===== src/rtl/core/cmb_pkg.sv =====
// Shared widths, types and helper functions for the feedback comb filter core.
`default_nettype none

package cmb_pkg;

	localparam int DELAY_LENGTH = 100;
	localparam int POS_W        = (DELAY_LENGTH > 1) ? $clog2(DELAY_LENGTH) : 1;

	localparam int SAMPLE_W = 8;
	localparam int HIST_W   = 2 * SAMPLE_W;
	localparam int GAIN_W   = 6;
	localparam int DIGIT_W  = 2;
	localparam int MUL_DIGITS = GAIN_W / DIGIT_W;
	localparam int MUL_CNT_W  = (MUL_DIGITS > 1) ? $clog2(MUL_DIGITS) : 1;

	localparam int DIV_SHIFT = 4;
	localparam int MCAND_W   = 10;
	localparam int PP_W      = MCAND_W + DIGIT_W;
	localparam int PROD_W    = 16;
	localparam int QUOT_W    = PROD_W - DIV_SHIFT;
	localparam int SUM_W     = QUOT_W + 1;

	localparam int CFG_IDX_W  = 4;
	localparam int CFG_DATA_W = 8;

	localparam logic [GAIN_W-1:0] GAIN_FIRST_RST  = GAIN_W'(23);
	localparam logic [GAIN_W-1:0] GAIN_SECOND_RST = GAIN_W'(10);

	typedef enum logic [CFG_IDX_W-1:0] {
		CFG_GAIN_FIRST  = CFG_IDX_W'(0),
		CFG_GAIN_SECOND = CFG_IDX_W'(1)
	} cfg_idx_t;

	typedef enum logic [2:0] {
		ST_IDLE,
		ST_LOAD,
		ST_MUL1,
		ST_MUL2,
		ST_FIN
	} state_t;

	typedef struct packed {
		logic                      start;
		logic signed [MCAND_W-1:0] mcand;
		logic [GAIN_W-1:0]         mplier;
	} mul_req_t;

	typedef struct packed {
		logic busy;
		logic done;
	} mul_stat_t;

	// divide by 16, truncating toward zero
	function automatic logic [QUOT_W-1:0] div16_tz(input logic [PROD_W-1:0] v);
		logic [PROD_W-1:0] t;
		t = v + (v[PROD_W-1] ? PROD_W'((1 << DIV_SHIFT) - 1) : PROD_W'(0));
		return t[PROD_W-1:DIV_SHIFT];
	endfunction

	// clamp to the signed sample range
	function automatic logic [SAMPLE_W-1:0] sat_sample(input logic [SUM_W-1:0] s);
		logic hi_ok;
		logic [SAMPLE_W-1:0] r;
		hi_ok = (s[SUM_W-1:SAMPLE_W-1] == '0) || (s[SUM_W-1:SAMPLE_W-1] == '1);
		if (hi_ok)
			r = s[SAMPLE_W-1:0];
		else if (s[SUM_W-1])
			r = {1'b1, {(SAMPLE_W-1){1'b0}}};
		else
			r = {1'b0, {(SAMPLE_W-1){1'b1}}};
		return r;
	endfunction

endpackage

`default_nettype wire


===== src/rtl/core/cmb_smul.sv =====
// Digit-serial signed-by-unsigned multiplier, two multiplier bits per cycle, MSB first.
`default_nettype none

module cmb_smul (
	input  wire logic                             clk,
	input  wire logic                             arst_n,
	input  wire cmb_pkg::mul_req_t                req,
	output cmb_pkg::mul_stat_t                    stat,
	output logic signed [cmb_pkg::PROD_W-1:0]     product
);

	logic                                busy_q;
	logic                                done_q;
	logic [cmb_pkg::MUL_CNT_W-1:0]       cnt_q;
	logic signed [cmb_pkg::MCAND_W-1:0]  mcand_q;
	logic [cmb_pkg::GAIN_W-1:0]          mpl_q;
	logic signed [cmb_pkg::PROD_W-1:0]   acc_q;
	logic signed [cmb_pkg::DIGIT_W:0]    dig_s;
	logic signed [cmb_pkg::PP_W-1:0]     pp;

	always_comb begin
		dig_s = {1'b0, mpl_q[cmb_pkg::GAIN_W-1 -: cmb_pkg::DIGIT_W]};
		pp    = cmb_pkg::PP_W'(mcand_q) * cmb_pkg::PP_W'(dig_s);
	end

	always_ff @(posedge clk or negedge arst_n) begin
		if (!arst_n) begin
			busy_q <= 1'b0;
			done_q <= 1'b0;
			cnt_q  <= '0;
		end else begin
			done_q <= 1'b0;
			if (req.start) begin
				busy_q <= 1'b1;
				cnt_q  <= cmb_pkg::MUL_CNT_W'(cmb_pkg::MUL_DIGITS - 1);
			end else if (busy_q) begin
				if (cnt_q == '0) begin
					busy_q <= 1'b0;
					done_q <= 1'b1;
				end else begin
					cnt_q <= cnt_q - cmb_pkg::MUL_CNT_W'(1);
				end
			end
		end
	end

	always_ff @(posedge clk) begin
		if (req.start) begin
			mcand_q <= signed'(req.mcand);
			mpl_q   <= req.mplier;
			acc_q   <= '0;
		end else if (busy_q) begin
			acc_q <= (acc_q <<< cmb_pkg::DIGIT_W) + cmb_pkg::PROD_W'(pp);
			mpl_q <= mpl_q << cmb_pkg::DIGIT_W;
		end
	end

	assign stat.busy = busy_q;
	assign stat.done = done_q;
	assign product   = acc_q;

endmodule

`default_nettype wire


===== src/rtl/core/cmb_dline.sv =====
// Paired input/output delay line memory with shared position counter and fill flag.
`default_nettype none

module cmb_dline (
	input  wire logic                         clk,
	input  wire logic                         arst_n,
	input  wire logic                         we,
	input  wire logic [cmb_pkg::HIST_W-1:0]   wdata,
	output logic [cmb_pkg::HIST_W-1:0]        rdata
);

	logic [cmb_pkg::HIST_W-1:0] mem [cmb_pkg::DELAY_LENGTH];
	logic [cmb_pkg::HIST_W-1:0] rd_q;
	logic [cmb_pkg::POS_W-1:0]  pos_q;
	logic                       full_q;
	logic                       wrap;

	assign wrap = (pos_q == cmb_pkg::POS_W'(cmb_pkg::DELAY_LENGTH - 1));

	always_ff @(posedge clk or negedge arst_n) begin
		if (!arst_n) begin
			pos_q  <= '0;
			full_q <= 1'b0;
		end else if (we) begin
			pos_q <= wrap ? '0 : pos_q + cmb_pkg::POS_W'(1);
			if (wrap)
				full_q <= 1'b1;
		end
	end

	always_ff @(posedge clk) begin
		if (we)
			mem[pos_q] <= wdata;
		rd_q <= mem[pos_q];
	end

	// entries not yet written since reset read as zero
	assign rdata = full_q ? rd_q : '0;

endmodule

`default_nettype wire


===== src/rtl/core/comb_reverb_filter_core.sv =====
// Top level of the feedback comb filter core: control, gain registers and output register.
//
//  channel   dir  handshake                  payload
//  sample    in   sample_valid/sample_stall  sample[7:0] signed
//  level     out  level_valid/level_stall    level[7:0] offset binary
//  cfg       in   cfg_valid/cfg_ready        cfg_index[3:0], cfg_data[7:0]
//
// Each item passes from transfer to result in order: one delay line read, two
// digit-serial multiplies (2 gain bits per cycle), one store. The next sample is
// taken in the cycle after the result has moved to the output register.
// Reset clears position, fill flag and all handshake state; it sets the gains to 23 and 10.
// A stalled result holds in the output register; cfg_ready is always high.
`default_nettype none

module comb_reverb_filter_core (
	input  wire logic                               clk,
	input  wire logic                               arst_n,
	input  wire logic                               sample_valid,
	output logic                                    sample_stall,
	input  wire logic signed [cmb_pkg::SAMPLE_W-1:0] sample,
	output logic                                    level_valid,
	input  wire logic                               level_stall,
	output logic [cmb_pkg::SAMPLE_W-1:0]            level,
	input  wire logic                               cfg_valid,
	output logic                                    cfg_ready,
	input  wire logic [cmb_pkg::CFG_IDX_W-1:0]      cfg_index,
	input  wire logic [cmb_pkg::CFG_DATA_W-1:0]     cfg_data
);

	cmb_pkg::state_t              state_q, state_d;
	logic [cmb_pkg::GAIN_W-1:0]   gain_first_q;
	logic [cmb_pkg::GAIN_W-1:0]   gain_second_q;
	logic [cmb_pkg::SAMPLE_W-1:0] x_q;
	logic [cmb_pkg::SAMPLE_W-1:0] dx_q;
	logic [cmb_pkg::SAMPLE_W-1:0] sat_q;
	logic [cmb_pkg::SAMPLE_W-1:0] level_q;
	logic                         level_valid_q;

	cmb_pkg::mul_req_t             mul_req;
	cmb_pkg::mul_stat_t            mul_stat;
	logic signed [cmb_pkg::PROD_W-1:0] mul_prod;

	logic                          dl_we;
	logic [cmb_pkg::HIST_W-1:0]    dl_rdata;
	logic [cmb_pkg::SAMPLE_W-1:0]  dy;
	logic [cmb_pkg::QUOT_W-1:0]    quot;
	logic [cmb_pkg::SUM_W-1:0]     sum;
	logic                          accept;
	logic                          out_load;
	logic                          out_free;

	assign dy   = dl_rdata[cmb_pkg::SAMPLE_W-1:0];
	assign quot = cmb_pkg::div16_tz(mul_prod);
	assign sum  = {quot[cmb_pkg::QUOT_W-1], quot}
	            + {{(cmb_pkg::SUM_W-cmb_pkg::SAMPLE_W){dx_q[cmb_pkg::SAMPLE_W-1]}}, dx_q};

	assign accept   = sample_valid && !sample_stall;
	assign out_free = !level_valid_q || !level_stall;

	cmb_smul u_smul (
		.clk     (clk),
		.arst_n  (arst_n),
		.req     (mul_req),
		.stat    (mul_stat),
		.product (mul_prod)
	);

	cmb_dline u_dline (
		.clk    (clk),
		.arst_n (arst_n),
		.we     (dl_we),
		.wdata  ({x_q, sat_q}),
		.rdata  (dl_rdata)
	);

	always_ff @(posedge clk or negedge arst_n) begin
		if (!arst_n)
			state_q <= cmb_pkg::ST_IDLE;
		else
			state_q <= state_d;
	end

	always_comb begin
		state_d        = state_q;
		sample_stall   = 1'b1;
		mul_req.start  = 1'b0;
		mul_req.mcand  = quot[cmb_pkg::MCAND_W-1:0];
		mul_req.mplier = gain_second_q;
		dl_we          = 1'b0;
		out_load       = 1'b0;
		unique case (state_q)
			cmb_pkg::ST_IDLE: begin
				sample_stall = 1'b0;
				if (sample_valid)
					state_d = cmb_pkg::ST_LOAD;
			end
			cmb_pkg::ST_LOAD: begin
				mul_req.start  = 1'b1;
				mul_req.mcand  = {{(cmb_pkg::MCAND_W-cmb_pkg::SAMPLE_W){dy[cmb_pkg::SAMPLE_W-1]}},
				                  dy};
				mul_req.mplier = gain_first_q;
				state_d        = cmb_pkg::ST_MUL1;
			end
			cmb_pkg::ST_MUL1: begin
				if (mul_stat.done) begin
					mul_req.start = 1'b1;
					state_d       = cmb_pkg::ST_MUL2;
				end
			end
			cmb_pkg::ST_MUL2: begin
				if (mul_stat.done)
					state_d = cmb_pkg::ST_FIN;
			end
			cmb_pkg::ST_FIN: begin
				if (out_free) begin
					dl_we    = 1'b1;
					out_load = 1'b1;
					state_d  = cmb_pkg::ST_IDLE;
				end
			end
			default: state_d = cmb_pkg::ST_IDLE;
		endcase
	end

	always_ff @(posedge clk or negedge arst_n) begin
		if (!arst_n) begin
			gain_first_q  <= cmb_pkg::GAIN_FIRST_RST;
			gain_second_q <= cmb_pkg::GAIN_SECOND_RST;
		end else if (cfg_valid && cfg_ready) begin
			if (cfg_index == cmb_pkg::CFG_GAIN_FIRST)
				gain_first_q <= cfg_data[cmb_pkg::GAIN_W-1:0];
			else if (cfg_index == cmb_pkg::CFG_GAIN_SECOND)
				gain_second_q <= cfg_data[cmb_pkg::GAIN_W-1:0];
		end
	end

	always_ff @(posedge clk or negedge arst_n) begin
		if (!arst_n)
			level_valid_q <= 1'b0;
		else if (out_load)
			level_valid_q <= 1'b1;
		else if (!level_stall)
			level_valid_q <= 1'b0;
	end

	always_ff @(posedge clk) begin
		if (accept)
			x_q <= sample;
		if (state_q == cmb_pkg::ST_LOAD)
			dx_q <= dl_rdata[cmb_pkg::HIST_W-1:cmb_pkg::SAMPLE_W];
		if (state_q == cmb_pkg::ST_MUL2 && mul_stat.done)
			sat_q <= cmb_pkg::sat_sample(sum);
		if (out_load)
			level_q <= {~sat_q[cmb_pkg::SAMPLE_W-1], sat_q[cmb_pkg::SAMPLE_W-2:0]};
	end

	assign cfg_ready   = 1'b1;
	assign level_valid = level_valid_q;
	assign level       = level_q;

`ifndef SYNTHESIS
	a_mul_done_in_mul: assert property (@(posedge clk) disable iff (!arst_n)
		mul_stat.done |-> (state_q == cmb_pkg::ST_MUL1 || state_q == cmb_pkg::ST_MUL2))
		else $error("multiplier done outside a multiply phase");

	a_accept_starts_mul: assert property (@(posedge clk) disable iff (!arst_n)
		accept |=> ##1 mul_stat.busy)
		else $error("transfer did not start the first multiply");

	a_idle_no_mul: assert property (@(posedge clk) disable iff (!arst_n)
		!sample_stall |-> !mul_stat.busy && !mul_stat.done)
		else $error("input open while multiplier active");

	a_store_loads_out: assert property (@(posedge clk) disable iff (!arst_n)
		dl_we |=> level_valid)
		else $error("stored result not presented");
`endif

endmodule

`default_nettype wire

===== config.mk =====
export PLATFORM = sky130hd
export DESIGN_NAME = comb_reverb_filter_core
export DESIGN_NICKNAME = d
export VERILOG_FILES = /design/src/rtl/core/cmb_pkg.sv /design/src/rtl/core/cmb_smul.sv /design/src/rtl/core/cmb_dline.sv /design/src/rtl/core/comb_reverb_filter_core.sv
export SDC_FILE = /design/constraint.sdc
export NUM_CORES = 2
export LEC_CHECK = 0
export ABC_AREA = 1
export BUFFER_PORTS_ARGS = -buffer_cell sky130_fd_sc_hd__clkbuf_2
export CORE_ASPECT_RATIO = 1.75
export CORE_MARGIN = 2
export CORE_UTILIZATION = 47
export CTS_CLUSTER_DIAMETER = 100
export DETAILED_ROUTE_END_ITERATION = 8
export HOLD_SLACK_MARGIN = 0.06
export MAX_ROUTING_LAYER = met4
export PLACE_DENSITY = 0.64
export SLEW_MARGIN = 10
export SYNTH_ARGS = -nofsm -noshare
export SYNTH_HDL_FRONTEND = slang
export SYNTH_SLANG_ARGS = --single-unit

===== constraint.sdc =====
create_clock -name clk -period 7 [get_ports clk]
set_clock_uncertainty 0.1 [all_clocks]
set_input_delay 0.7 -clock clk [delete_from_list [all_inputs] [get_ports clk]]
set_output_delay 0.7 -clock clk [all_outputs]
set_load 0.01 [all_outputs]

==> out/qor.yml <==
clock_tree:
  clk_path_buf_depth: 3
  cts_tree: "done"
  htreeDepth: 4
  clkSinkCount: 1708
  cts_buffers: 146
  cts_root_buf: "clkbuf_16"
  clk_latency_ns: 0.79
  post-cts-setup-buffers: 0
  path_clk_slew_ns: 0.06
drt:
  post_drt_via_cell_ratio: 5.73
  drtPass1Iterations: 5
  drc: 0
  ant_nets: 0
  drt-initial-drc-count: 5242
  drt-total-wl_um: 202000
  num_vias: 45241
  avgRoutedWirePerCell_um: 25.6
power_and_ir_drop:
  power_density_nw_per_um2: 374
  power_mw: 28.5
  p_leak_nw: 27.8
  ir_drop_mv: 0.342
logic_synthesis:
  synth.most_common_cell: "nand2_1"
  ys_seq_area_frac: 0.739
  postSynthCellCount: 5782
  yosys.area.top_type: "edfxtp_1"
  synth_area_um2: 68800
  syn-num-nets: 5860
  synth_flop_cell: "edfxtp_1"
  yosys_warnings: 0
  ys_ff_latch: 1708
  synth_top_area_frac: 0.720
  synth_common_cells: "nand2_1, edfxtp_1, a21oi_1"
  synthArstFlopShare: 0.0164
  synth.distinct_cells: 46
  synth_edf_count: 1648
  syn_area_per_cell_um2: 11.9
  synth.area.top_cells: "edfxtp_1, nand2_1, a21oi_1"
global_route:
  grt_pass1_wl_um: 290000
  grt_pass1_vias: 43062
  antenna_found_initial: 5
  overflow: 0
  grt_max_degree: 167
  track_usage: 0.277
final_layout:
  seq_area_um2: 50800
  fillers: 12034
  layout.nets: 5977
  final_area_um2: 76400
  syn2layout_area_growth_pct: 11.1
  drive_above_1_share: 0.0793
  stdcell_count: 7891
  multi_input_area_um2: 16000
sta:
  clock.fmax_ghz: 0.225
  slew_viol_final: 0
  fin_tns_setup_ns: 0
  fin_crit_ns: 4.44
  worstMarginPinSlew_ns: 1.19
  hold_viol_final: 0
  maxSlewHeadroom: 0.209
  setup_viol_count_final: 0
  hold-worst-slack_ns: 0.0986
  min_period_over_period: 0.634
  rsz0062_at_grt: "false"
place:
  placed_cell_area_um2: 71500
  numPortBuffers: 32
  dp.cells: 7606
  place.gp.congestion: 0.902
  dp_hpwl_um: 119000
die:
  dieArea_um2: 149000
  rows: 185
  die_h_um: 510
  io_pins: 36
  die_x_um: 293
  start_util: 0.474
  core_um2: 145000
run_status:
  outcome: "finished clean"
critical_path:
  arrival_ns: 4.97
  worstPathMaxFanout: 78
  critPathKind: "reg -> reg"
  setup.worst_path.start_class: "flip-flop"
  crit_required_ns: 7.52
  critical_path.endpoint_type: "flip-flop"
job:
  cap_violations: 0
hold_path:
  hold_class: "in -> reg"
layout make-up:
class / instances / area share
clock buffers: 193 / 0.0526
flip-flops and latches: 1708 / 0.666
well taps: 1870 / 0.0306
multi-input cells: 3621 / 0.209
clock inverters: 74 / 0.00867
repair buffers: 233 / 0.0230
diodes: 3 / 0.0000983
inverters: 189 / 0.00982
worst paths after layout:
path                            depth (start not counted)        startpoint                to  slack (ns)
worst min-delay path                                    3       level_stall       level_valid         0.1
worst min register to register                          2  gain_second_q[4]  gain_second_q[4]        0.39
worst max register to register                         11  u_dline.pos_q[1]   u_dline.rd_q[6]        2.56
worst max-delay path                                   11  u_dline.pos_q[1]   u_dline.rd_q[6]        2.56
max in group asynchronous                               2            arst_n  u_dline.pos_q[0]        5.72
min in group asynchronous                               2            arst_n  gain_second_q[0]        0.46
metrics by stage:
stage | utilization | setup slack [ns]
4_1_cts | 0.526 | 2.67
3_3_place_gp | 0.493 | 2.65
2_1_floorplan | - | 3.56
5_1_grt | 0.526 | 2.32
3_5_place_dp | 0.493 | 2.68
6_report | 0.526 | 2.56
cell usage in the layout, fill, tap and decap left out, types with 5 or more instances in the layout:
master,netlist,layout
nand2_1,2265,2265
edfxtp_1,1648,1648
a21oi_1,340,340
nor2_1,303,298
o21ai_0,202,202
buf_4,17,182
inv_1,173,173
clkbuf_16,0,153
nand4_1,134,134
nand3_1,82,82
a22oi_1,56,56
o21ai_1,54,54
ha_1,50,50
clkbuf_1,75,36
clkbuf_2,0,32
dfxtp_1,32,32
clkinv_1,3,29
clkinv_2,0,25
dfrtp_1,22,19
or2_2,17,17
xor2_1,15,15
o22ai_1,15,15
dlygate4sd3_1,0,15
inv_6,0,10
nor3_1,9,9
nand3b_1,9,9
bufinv_16,0,9
xnor2_1,8,8
or2_1,8,8
a31oi_1,7,7
nor2_2,4,7
o21a_1,7,7
o2bb2ai_1,6,6
a22o_1,6,6
dfstp_2,6,6
o2111ai_1,5,5
registers in the layout, summed over array words and instances, names as in the netlist:
name / count
dx_q: 8
gain_first_q: 6
gain_second_q: 6
level: 8
level_valid: 1
sat_q: 8
state_q: 3
u_dline.full_q: 1
u_dline.mem: 1600
u_dline.pos_q: 7
u_dline.rd_q: 16
u_smul.busy_q: 1
u_smul.cnt_q: 2
u_smul.done_q: 1
u_smul.mcand_q: 10
u_smul.mpl_q: 6
u_smul.product: 16
x_q: 8
where the power goes:
group | leakage, nW | internal, mW | total [mW] | switching, mW
sequential | 15.4 | 11.8 | 12.1 | 0.312
clock | 2.29 | 4.40 | 8.07 | 3.66
combinational | 10.1 | 2.19 | 8.41 | 6.22
kinds of logic after synthesis:
logic type      share of synthesized area
other cells                     0.0000545
fa+ha+maj                         0.00997
simple gates                        0.164
buf+inv                            0.0286
flops                               0.739
compound gates                     0.0553
xor+xnor                          0.00293
metal layers:
layer	vias to the layer above	share of wire	GRT usage
met3	476	0.074	0.0378
met5	-	0	-
li1	20236	-	-
met1	22450	0.35	0.312
met2	2079	0.51	0.474
met4	0	0.065	0.158
critical path: stages (launching register included):
cell and delay [ns]:
dfrtp_4 0.85, inv_8 0.40, nand3_2 0.40, buf_4 0.35, clkinv_2 0.11, buf_4 0.36
nand2_1 0.14, nand4_1 0.12, o21ai_0 0.43, nand3_1 0.21, nor2_1 0.55, nand3_1 0.16
timing repair:
action,CTS,global route
endpoints found under the setup margin,0,0
endpoints found under the hold margin,41,0
gates resized for setup,0,0
hold buffers,15,0
No activity file was read; power rests on OpenSTA's default activity.
